`config.mk`:
```
export PLATFORM = sky130hd
export DESIGN_NAME = qrs_sqrt
export DESIGN_NICKNAME = d
export VERILOG_FILES = /design/src/quadratic_root_solver_defines.svh /design/src/qrs_sqrt.sv
export SDC_FILE = /design/constraint.sdc
export NUM_CORES = 1
export LEC_CHECK = 0
export ABC_AREA = 1
export BUFFER_PORTS_ARGS = -buffer_cell sky130_fd_sc_hd__buf_2
export CORE_MARGIN = 2
export CORE_UTILIZATION = 25
export DETAILED_ROUTE_END_ITERATION = 8
export GPL_TIMING_DRIVEN = 0
export HOLD_SLACK_MARGIN = 0.05
export PLACE_DENSITY = 0.45
export SLEW_MARGIN = 20
export SYNTH_ARGS = -nofsm -noshare
export SYNTH_HDL_FRONTEND = slang
export SYNTH_SLANG_ARGS = --single-unit
```
`constraint.sdc`:
```
create_clock -name clk -period 4.59 [get_ports clk]
set_input_delay 0.459 -clock clk [delete_from_list [all_inputs] [get_ports clk]]
set_output_delay 0.459 -clock clk [all_outputs]
set_load 0.01 [all_outputs]
```
`src/quadratic_root_solver_defines.svh`:
```
// assertion macros for the quadratic root solver
`ifndef QUADRATIC_ROOT_SOLVER_DEFINES_SVH
`define QUADRATIC_ROOT_SOLVER_DEFINES_SVH

// same-cycle implication, checked on clk with arst_n low disabling
`define QRS_ASSERT_IMP(label, ante, cons, msg) \
	label: assert property (@(posedge clk) disable iff (!arst_n) (ante) |-> (cons)) \
		else $error(msg);

// next-cycle implication
`define QRS_ASSERT_NXT(label, ante, cons, msg) \
	label: assert property (@(posedge clk) disable iff (!arst_n) (ante) |=> (cons)) \
		else $error(msg);

`endif

```
`src/qrs_sqrt.sv`:
```
// pipelined integer square root, one result bit per stage
`default_nettype none
module qrs_sqrt #(
	parameter int XW = 34,
	parameter int TW = 8
) (
	input  logic            clk,
	input  logic            arst_n,
	input  logic            en,
	input  logic            in_valid,
	input  logic [XW-1:0]   x,
	input  logic [TW-1:0]   in_tag,
	output logic            out_valid,
	output logic [XW/2-1:0] root,
	output logic [TW-1:0]   out_tag
);
	localparam int RW  = XW / 2;
	localparam int RMW = RW + 2;

	logic            v_s    [RW];
	logic [XW-1:0]   x_s    [RW];
	logic [RMW-1:0]  rem_s  [RW];
	logic [RW-1:0]   root_s [RW];
	logic [TW-1:0]   tag_s  [RW];

	genvar i;
	for (i = 0; i < RW; i++) begin : g_stage
		logic           v_in;
		logic [XW-1:0]  x_in;
		logic [RMW-1:0] rem_in;
		logic [RW-1:0]  root_in;
		logic [TW-1:0]  tag_in;
		logic [RMW-1:0] rem_sh;
		logic [RMW-1:0] trial;
		logic           ge;

		if (i == 0) begin : g_first
			assign v_in    = in_valid;
			assign x_in    = x;
			assign rem_in  = '0;
			assign root_in = '0;
			assign tag_in  = in_tag;
		end else begin : g_next
			assign v_in    = v_s[i-1];
			assign x_in    = x_s[i-1];
			assign rem_in  = rem_s[i-1];
			assign root_in = root_s[i-1];
			assign tag_in  = tag_s[i-1];
		end

		assign rem_sh = {rem_in[RMW-3:0], x_in[XW-1 -: 2]};
		assign trial  = {root_in, 2'b01};
		assign ge     = (rem_sh >= trial);

		always_ff @(posedge clk or negedge arst_n) begin
			if (!arst_n) begin
				v_s[i] <= 1'b0;
			end else if (en) begin
				v_s[i] <= v_in;
			end
		end

		always_ff @(posedge clk) begin
			if (en) begin
				x_s[i]    <= x_in << 2;
				rem_s[i]  <= ge ? (rem_sh - trial) : rem_sh;
				root_s[i] <= {root_in[RW-2:0], ge};
				tag_s[i]  <= tag_in;
			end
		end
	end

	assign out_valid = v_s[RW-1];
	assign root      = root_s[RW-1];
	assign out_tag   = tag_s[RW-1];
endmodule
`default_nettype wire

```
# Word level (Yosys, flattened, before mapping)
# Memory sizes are Yosys's and may differ from the RTL's.
# Index checks and enable logic that the tools add are counted.
[op_classes]
n_mux = 19
magnitude_cmp = 17
addsub = 17
[op_table]
columns = ["op", "count"]
rows = [
  ["$mux 19", 17],
  ["$ge 19x19->1", 16],
  ["$sub 19x19->19", 16],
  ["$sub 2x1->3 const B", 1],
  ["$ge 2x1->1 const B", 1],
  ["$mux 1", 2],
]
[word_totals]
input_bits = 46
mem_count = 4
ram_bits = 1292
word_cells = 74
output_inout_bits = 26
ff_bits = 17
[memory_table]
columns = ["name", "depth", "width", "rd", "rd_ports_with_merged_regs", "write_ports", "line_no", "source"]
rows = [
  ["x_s", 17, 32, 16, 0, 17, "qrs_sqrt.sv:21", "logic [XW-1:0] x_s [RW];"],
  ["rem_s", 17, 19, 16, 0, 17, "qrs_sqrt.sv:22", "logic [RMW-1:0] rem_s [RW];"],
  ["root_s", 17, 17, 17, 0, 17, "qrs_sqrt.sv:23", "logic [RW-1:0] root_s [RW];"],
  ["tag_s", 17, 8, 17, 0, 17, "qrs_sqrt.sv:24", "logic [TW-1:0] tag_s [RW];"],
]

# Longest topological paths before layout
# Gate-level depths: netlist of the first run.
# An unclocked memory read counts as a cell.
[logic_depth]
word_depth = 3
depth_mapped = 14
depth_no_buf = 14

# Least setup slack after synthesis of the first run
# Ideal clock, no wire load.
[synth_path]
path_type = "register -> register"
from = "memory rem_s[0][40] (netlist name)"
to = "memory rem_s[0][63] (netlist name), data pin"
path_stages_with_launch = 10
path_buffers = 1
path_slack_ps = 2696
setup_ps = 253
required_ps = 4337
arrival_ps = 1641
cell_sequence = "edfxtp_1 > ha_1 > a21o_1 > nor2_2 > nand2_1 > a21oi_2 > nand2_1 > buf_4 > nand3_1 > nand2_1"
[synth_lines]
columns = ["element", "line_no"]
rows = [
  ["from (decl)", "qrs_sqrt.sv:22"],
]

==> flow_summary.yaml, run 1 <==
drt:
  antenna_left: 0
  wire_per_inst_um: 13.1
  route.vias.total: 25800
  wirelength_um: 84200
  firstDrtPassIters: 5
  drtIter0Drc: 1404
  route.detailed.drc: 0
  wl_met1_um: 41300
  viasPerCell: 4.02
  met2_length_um: 37000
  top_layer: "met4"
  met3_length_um: 3060
clock_tree:
  cts_resized: 0
  clk_latency_ns: 0.71
  h-tree-depth: 3
  cts_sinks: 832
  cts_setup_buffers: 0
  clk_path_buf_depth: 3
  cts_tree: "yes"
  hold_buffers: 45
  cts_root_buffer: "clkbuf_16"
  cts.reportedPaths.clkPinSlew_ns: 0.06
  cts_buffers: 99
place:
  placed_cell_area_um2: 43600
  gp_congestion: 0.823
  portBuffers: 71
  place_inst: 6195
  hpwlAfterDp_um: 59800
timing:
  finalCriticalPeriod_ns: 2.38
  max_freq_ghz: 0.421
  drv_slew: 0
  finalSetupTns_ns: 0
  fin_crit_sh_pct: 51.8
  timing.hold.ws_ns: 0.207
  setup_violations: 0
  fin_skew_ns: 0.0413
  rsz0062_at_grt: "no"
  finalHoldViolations: 0
  relSlewSlack_pct: 46.7
  worst_pin_slew_ns: 0.800
grt:
  grt_usage_pct: 10.3
  grt_max_degree: 139
  grt_pass1_wl_um: 136000
  antenna_found_initial: 0
  grt_pass1_vias: 25600
  overflow: 0
synthesis:
  synthDistinctLibCells: 49
  yosys.area_share.simple_pct: 20.4
  synth_seq_area_share_pct: 61.7
  syn-mean-instance-area_um2: 10.2
  synth_top_family_by_area: "simple AND/OR/NAND/NOR gates"
  synth-edff-count: 815
  synth_fa_ha_area_share_pct: 5.27
  yosys_register_bits: 832
  netlist_area_um2: 40300
  yosys_warnings: 0
  postSynth.asyncResetShare_pct: 2.04
  postSynthCellCount: 3958
  synth-main-ff-cell: "edfxtp_1"
  synth_compound_area_share_pct: 3.35
  syn_nets: 4174
  synthMuxAreaShare_pct: 0.0837
  synth-xor-area-share_pct: 2.02
setup_path:
  r2r-end: "rem_s[0][218]"
  critPathLaunchType: "flip-flop"
  crit_arrival_ns: 2.81
  reg2regPathDepth: 10
  critical_path_class: "flip-flop to flip-flop"
  cp_max_fo: 6
  endpoint_kind: "flip-flop"
  rr_startpoint: "root_s[0][180]"
  r2r_slack_ns: 2.21
  slowest_delay_ns: 0.43
  cp_slowest_cell: "edfxtp_1"
  crit_chain: "inv_1 -> ha_1 -> inv_1 -> nor2_1 -> nand2_1 -> nor2_1 -> a21oi_1 -> nand3_1 -> nand3_1 -> nand2_1"
  worst_ep_required_time_ns: 5.02
floorplan:
  core_um2: 160000
  rows: 147
  die_y_um: 406
  ioPinCount: 72
  start_util_pct: 25.2
  die_w_um: 406
  die_area_um2: 165000
layout:
  fin_area_um2: 47300
  layout-drive-gt1-share_pct: 9.78
  fin_cells: 6422
  areaGrowthSynthToFinish_pct: 17.3
  layout_commonest_cell: "nand2_1"
  antennaDiodeCount: 0
  layout_common_cells: "nand2_1 (1187), edfxtp_1 (815), inv_1 (662)"
  num-nets-final: 4397
hold_path:
  hold_path_class: "primary input to asynchronous set/reset pin"
flow_run:
  cap_violations: 0
power:
  power.leakage_uw: 0.0205
  power_density_nw_per_um2: 444
  ir_drop_mv: 0.313
outcome:
  status: "finished clean"
-- logic make-up after synthesis --
| kind of cell | count (synthesis) |
|---|---|
| mux | 3 |
| xor+xnor | 93 |
| simple gates | 1880 |
| compound gates | 255 |
| other cells | 1 |
| buf+inv | 724 |
| flops | 832 |
| fa+ha+maj | 170 |
-- metrics by stage --
step	util [%]	setup WS [ns]	total power, µW
global placement	27.1	-11.31	13500
CTS	29.5	2.23	21500
detailed placement	27.2	1.82	13300
global route	29.5	2.04	22300
floorplan	-	2.70	12200
finish	29.5	2.21	21000
-- cells in the mapped netlist (2+ instances only) --
master | n | area share, %
nand2_1 | 1187 | 11
edfxtp_1 | 815 | 61
inv_1 | 662 | 6.2
nor2_1 | 217 | 2.0
nand3_1 | 199 | 2.5
ha_1 | 170 | 5.3
a21oi_1 | 138 | 1.7
nand4_1 | 81 | 1.3
xor2_1 | 61 | 1.3
o21ai_0 | 60 | 0.74
nand2_2 | 46 | 0.71
nor3_1 | 37 | 0.46
o21ai_1 | 32 | 0.40
xnor2_1 | 32 | 0.69
inv_2 | 25 | 0.23
nand3b_1 | 25 | 0.47
nor2_2 | 23 | 0.36
dfrtp_1 | 17 | 1.1
or2_2 | 16 | 0.25
buf_2 | 14 | 0.17
nor2_4 | 14 | 0.39
buf_4 | 9 | 0.17
nand3_2 | 8 | 0.20
buf_6 | 7 | 0.20
a21oi_2 | 5 | 0.11
nand2_4 | 5 | 0.14
nand3_4 | 5 | 0.22
nor3_2 | 5 | 0.12
o21bai_1 | 5 | 0.093
a21o_1 | 4 | 0.074
and2_1 | 3 | 0.047
buf_12 | 3 | 0.15
mux2_2 | 3 | 0.084
o21a_1 | 3 | 0.056
a211oi_1 | 2 | 0.037
buf_1 | 2 | 0.019
clkbuf_1 | 2 | 0.019
nand2_8 | 2 | 0.099
nand4_2 | 2 | 0.062
nor3_4 | 2 | 0.081
o21ai_2 | 2 | 0.043
-- registers in the layout, summed over array words and instances, names as in the netlist --
signal and count:
x_s 272, rem_s 254, out_valid 1, root_s 153, tag_s 136, g_stage.v_in 16
-- metal layers --
metal  track usage, %  vias to the layer above
li1                 -                    13500
met1             14.1                    11800
met2             16.1                      346
met3             1.81                      165
met4             4.34                        0
met5                0                        -
-- how the worst max path moves through the flow --
stage,start,end,depth (start not counted)
after detailed placement,en,tag_s[1][3],3
final,root_s[0][180],rem_s[0][218],10
after CTS,rem_s[0][198],rem_s[0][218],9
after global routing,root_s[0][176],rem_s[0][218],10
after global placement,en,g_stage[11].v_in,2
after floorplan,rem_s[0][40],rem_s[0][63],9
-- cell type report --
class                      count  area (µm²)
clock buffer                 120        2580
multi-input combinational   2402       12600
timing repair buffer         122         986
buffer                        37         292
fill                       16700      113000
sequential                   832       24900
clock inverter                62         704
inverter                     687        2580
tap                         2160        2700
-- power breakdown --
| group | total [µW] | internal (µW) | switching (µW) |
|---|---|---|---|
| logic | 3450 | 1220 | 2230 |
| clock network | 7880 | 4600 | 3280 |
| registers | 9690 | 9280 | 416 |
-- critical path, delay by kind of cell, from the launching register on --
kind | cells | cell delay [ns]
and+or+nand+nor | 6 | 0.93
adders and majority gates | 1 | 0.28
DFF | 1 | 0.43
AOI/OAI and AO/OA | 1 | 0.23
buffers and inverters | 2 | 0.24
(Power assumes the default switching activity.)
==> inputs of run 2 (changes only) <==
Clock period 4.59 ns to 2.4 ns, I/O delays scaled along.
==> flow_summary.yaml, run 2 (synthesis results as in run 1) <==
outcome:
  status: "finished clean"
layout:
  largest_register_ff_count: 272
  num-nets-final: 4405
  fin_cells: 6430
  antennaDiodeCount: 0
  areaGrowthSynthToFinish_pct: 17.7
  layout_common_cells: "nand2_1 (1186), edfxtp_1 (815), inv_1 (661)"
  layout-drive-gt1-share_pct: 10.1
  fin_area_um2: 47500
  largestRegisters: "x_s: 272 flops, rem_s: 254 flops, root_s: 153 flops"
  regMostFlops: "x_s"
  layout_commonest_cell: "nand2_1"
floorplan:
  die_y_um: 406
  die_w_um: 406
  rows: 147
  start_util_pct: 25.2
  ioPinCount: 72
  core_um2: 160000
  die_area_um2: 165000
clock_tree:
  h-tree-depth: 3
  cts_sinks: 832
  cts_buffers: 99
  cts.reportedPaths.clkPinSlew_ns: 0.06
  clk_latency_ns: 0.71
  cts_tree: "yes"
  clk_path_buf_depth: 3
  cts_root_buffer: "clkbuf_16"
place:
  hpwlAfterDp_um: 59800
  placed_cell_area_um2: 43600
  place_ws_ns: -0.150
  gp_congestion: 0.823
  place_inst: 6195
  portBuffers: 71
setup_path:
  critical_path_class: "flip-flop to flip-flop"
  crit_arrival_ns: 2.65
  critPathLaunchType: "flip-flop"
  crit_end: "rem_s[0][216]"
  crit_chain: "ha_1 -> a21oi_1 -> nand2_1 -> a21oi_2 -> nand2_2 -> nor2_4 -> buf_8 -> o21ai_1"
  r2r-end: "rem_s[0][216]"
  slowest_delay_ns: 0.42
  cp_slowest_cell: "edfxtp_1"
  crit_start: "rem_s[0][198]"
  cp_max_fo: 10
  worst_ep_required_time_ns: 2.82
  reg2regPathDepth: 8
  rr_startpoint: "rem_s[0][198]"
  endpoint_kind: "flip-flop"
  r2r_slack_ns: 0.17
timing:
  setup_violations: 0
  drv_slew: 0
  worst_slack_ns: 0.170
  fin_skew_ns: 0.0418
  finalSetupTns_ns: 0
  max_freq_ghz: 0.448
  finalHoldViolations: 0
  worst_pin_slew_ns: 0.820
  fin_crit_sh_pct: 92.9
  finalCriticalPeriod_ns: 2.23
  relSlewSlack_pct: 45.3
drt:
  wire_per_inst_um: 13.3
  drtIter0Drc: 1367
  viasPerCell: 4.03
  route.vias.total: 25900
  wirelength_um: 85300
  route.detailed.drc: 0
  antenna_left: 0
  firstDrtPassIters: 5
hold_path:
  holdPathStages: 2
  hold_path_class: "primary input to flip-flop"
power:
  total_power_uw: 40300
  ir_drop_mv: 0.597
  power.leakage_uw: 0.0206
  power_density_nw_per_um2: 848
flow_run:
  cap_violations: 0
grt:
  grt_usage_pct: 10.3
  grt_pass1_vias: 25600
  overflow: 0
  grt_max_degree: 139
  grt_pass1_wl_um: 136000
  antenna_found_initial: 0
-- run 2: cell types whose count changed in the layout (fill, tap and decap cells not counted), moves of 2 or more --
cell           change
dlygate4sd3_1      +2
clkbuf_16          +3
nor2_4             +2
a21oi_1            -2
a21oi_2            +2
-- run 2: how the worst min path moves through the flow --
stage	from	end
floorplan	arst_n	g_stage[10].v_in
global placement	arst_n	out_valid
detailed placement	arst_n	out_valid
CTS	x[26]	x_s[0][26]
global route	x[26]	x_s[0][26]
finish	x[22]	x_s[0][22]
-- run 2: repair_timing --
| item | in CTS | in global routing |
|---|---|---|
| gates resized for setup | 0 | 17 |
| hold endpoints to repair | 94 | 0 |
| endpoints found under the setup margin | 0 | 295 |
| hold buffers | 47 | 0 |
| buffers inserted | 0 | 3 |
-- run 2: final cells by class --
class,count,area (µm²)
plain buffers,37,304
multi-input cells,2402,12600
clock inverters,62,704
well taps,2160,2700
fillers,16700,113000
repair buffers,130,1100
clock buffers,120,2580
flip-flops and latches,832,24900
inverters,687,2580
-- run 2: where the power goes --
| group | switching (µW) | internal, µW | total (µW) | leakage, µW |
|---|---|---|---|---|
| clock network | 6270 | 8800 | 15100 | 0.00158 |
| registers | 797 | 17700 | 18500 | 0.00805 |
| logic | 4290 | 2360 | 6640 | 0.0109 |
-- run 2: stage by stage --
step                      util, %  hold WS, ns
after floorplan                 -      -0.0556
after global placement       27.1        0.173
after detailed placement     27.2        0.182
after CTS                    29.5        0.133
after global routing         29.6        0.191
final                        29.6        0.235
-- run 2: layer usage --
metal	wire, µm	GRT usage [%]
met5	0	0
met4	2840	4.34
met3	2990	1.81
met2	37700	16.1
met1	41800	14.1
-- run 2: critical path, delay by kind of cell (launching register included) --
family	cells	cell delay (ns)
buffers and inverters	1	0.17
adder cells (fa/ha/maj)	1	0.39
flip-flops	1	0.42
AO/OA/AOI/OAI	3	0.52
AND/OR/NAND/NOR	3	0.44
==> inputs of run 3 (changes only) <==
Settings changed: CTS_BUF_LIST set to sky130_fd_sc_hd__clkbuf_4, PLACE_DENSITY 0.45 to unset, SLEW_MARGIN 20 to unset.
==> flow_summary.yaml, run 3 (synthesis results as in run 1) <==
drt:
  firstDrtPassIters: 7
  wire_per_inst_um: 12.1
  antenna_left: 0
  route.detailed.drc: 0
  drtIter0Drc: 1328
  viasPerCell: 4.05
  wirelength_um: 80800
  route.vias.total: 27100
power:
  ir_drop_mv: 0.619
  power_density_nw_per_um2: 784
  power.leakage_uw: 0.0208
setup_path:
  critPathLaunchType: "flip-flop"
  cp_max_fo: 10
  crit_arrival_ns: 3.23
  endpoint_kind: "flip-flop"
  worst_ep_required_time_ns: 3.29
  critical_path_class: "flip-flop to flip-flop"
timing:
  worst_pin_slew_ns: 0.764
  fin_crit_sh_pct: 97.4
  relSlewSlack_pct: 48.9
  max_freq_ghz: 0.428
  rsz0062_at_grt: "no"
  worst_slack_ns: 0.0629
  drv_slew: 0
  finalHoldViolations: 0
  fin_skew_ns: 0.114
  finalCriticalPeriod_ns: 2.34
  timing.hold.ws_ns: 0.208
  setup_violations: 0
  finalSetupTns_ns: 0
layout:
  largestRegisters: "x_s: 272 flops, rem_s: 254 flops, root_s: 153 flops"
  regMostFlops: "x_s"
  largest_register_ff_count: 272
  areaGrowthSynthToFinish_pct: 17.7
  layout_common_cells: "nand2_1 (1187), edfxtp_1 (815), inv_1 (661)"
  layout-drive-gt1-share_pct: 13.9
  num-nets-final: 4572
  layout_commonest_cell: "nand2_1"
floorplan:
  rows: 147
  ioPinCount: 72
  start_util_pct: 25.2
  die_y_um: 406
  core_um2: 160000
  die_area_um2: 165000
  die_w_um: 406
outcome:
  status: "finished clean"
place:
  portBuffers: 71
  hpwlAfterDp_um: 57300
  gp_congestion: 0.853
  place_ws_ns: -0.625
clock_tree:
  cts_tree: "yes"
  clk_latency_ns: 1.25
  h-tree-depth: 4
  cts_sinks: 832
  clk_path_buf_depth: 3
  cts.reportedPaths.clkPinSlew_ns: 0.08
  cts_root_buffer: "clkbuf_4"
  cts_buffers: 218
grt:
  grt_pass1_wl_um: 131000
  overflow: 0
  grt_usage_pct: 9.88
  grt_util_met2_pct: 16.7
  antenna_found_initial: 2
  gr-usage-met3_pct: 2.50
  grt_max_degree: 133
  gr-max-usage-layer: "met2"
  grt.met1_usage_pct: 11.7
  grt_pass1_vias: 27000
flow_run:
  cap_violations: 0
hold_path:
  hold_path_class: "primary input to flip-flop"
-- run 3: cell count changes in the layout (fill, tap and decap cells not counted), sizes merged --
cell	previous run	this run
diode	0	11
dlygate4sd3	47	95
nand2	1240	1241
clkbuf	125	314
clkinv	41	59
buf	115	117
clkinvlp	5	2
bufinv	10	2
-- run 3: path summary, 6_finish.rpt --
| kind | start | end | slack, ns | cells past startpoint |
|---|---|---|---|---|
| hold / removal | en | x_s[0][149] | 0.21 | 3 |
| hold reg to reg | x_s[0][348] | x_s[0][382] | 0.37 | 0 |
| setup reg to reg | rem_s[0][275] | rem_s[0][292] | 0.06 | 9 |
| max in group asynchronous | arst_n | g_stage[12].v_in | 1.19 | 4 |
| setup / recovery | rem_s[0][275] | rem_s[0][292] | 0.06 | 9 |
| min in group asynchronous | arst_n | g_stage[5].v_in | 0.72 | 4 |
-- run 3: stage by stage --
step           util [%]  cells  cell area, µm²  total power [µW]
3_5_place_dp       27.2   6195           43600             25300
5_1_grt            29.6   6688           47500             39800
6_report           29.6   6688           47500             37200
3_3_place_gp       27.1   6189           43400             25600
4_1_cts            29.5   6671           47300             37900
2_1_floorplan         -   3958           40300             23300
-- run 3: critical path, stage by stage, from the launching register on --
cell and delay, ns:
edfxtp_1 0.43, ha_1 0.42, nand2_1 0.15, inv_2 0.08, nand2_1 0.11, nor2_2 0.29
nand2_4 0.16, buf_4 0.22, nand3_1 0.10, nand2_1 0.06
-- run 3: per-layer routing --
metal / share of wire [%] / up-vias
met2: 48 / 512
met1: 44 / 12400
met3: 4.5 / 195
li1: - / 14000
met5: 0 / -
met4: 3.3 / 0
-- run 3: area by class of cell --
| type | count | area [µm²] |
|---|---|---|
| clock inverter | 69 | 408 |
| fill | 16700 | 113000 |
| clock buffer | 312 | 2340 |
| multi-input combinational | 2403 | 12600 |
| sequential | 832 | 24900 |
| inverter | 687 | 2580 |
| buffer | 37 | 307 |
| timing repair buffer | 177 | 1570 |
| antenna | 11 | 27.5 |
| tap | 2160 | 2700 |
-- run 3: repair_timing --
| action | 4_1_cts | 5_1_grt |
|---|---|---|
| hold endpoints to repair | 411 | 32 |
| hold buffers | 95 | 3 |
| setup endpoints to repair | 1 | 154 |
| pin swaps | 0 | 3 |
| gates cloned | 0 | 1 |
| resized for setup | 0 | 22 |
| buffers inserted | 0 | 2 |
-- run 3: report_power, final --
group	switching (µW)	leakage [µW]	internal (µW)
Clock	5840	0.00163	6220
Sequential	760	0.00805	17700
Combinational	4270	0.0111	2420
Total	10900	0.0208	26400
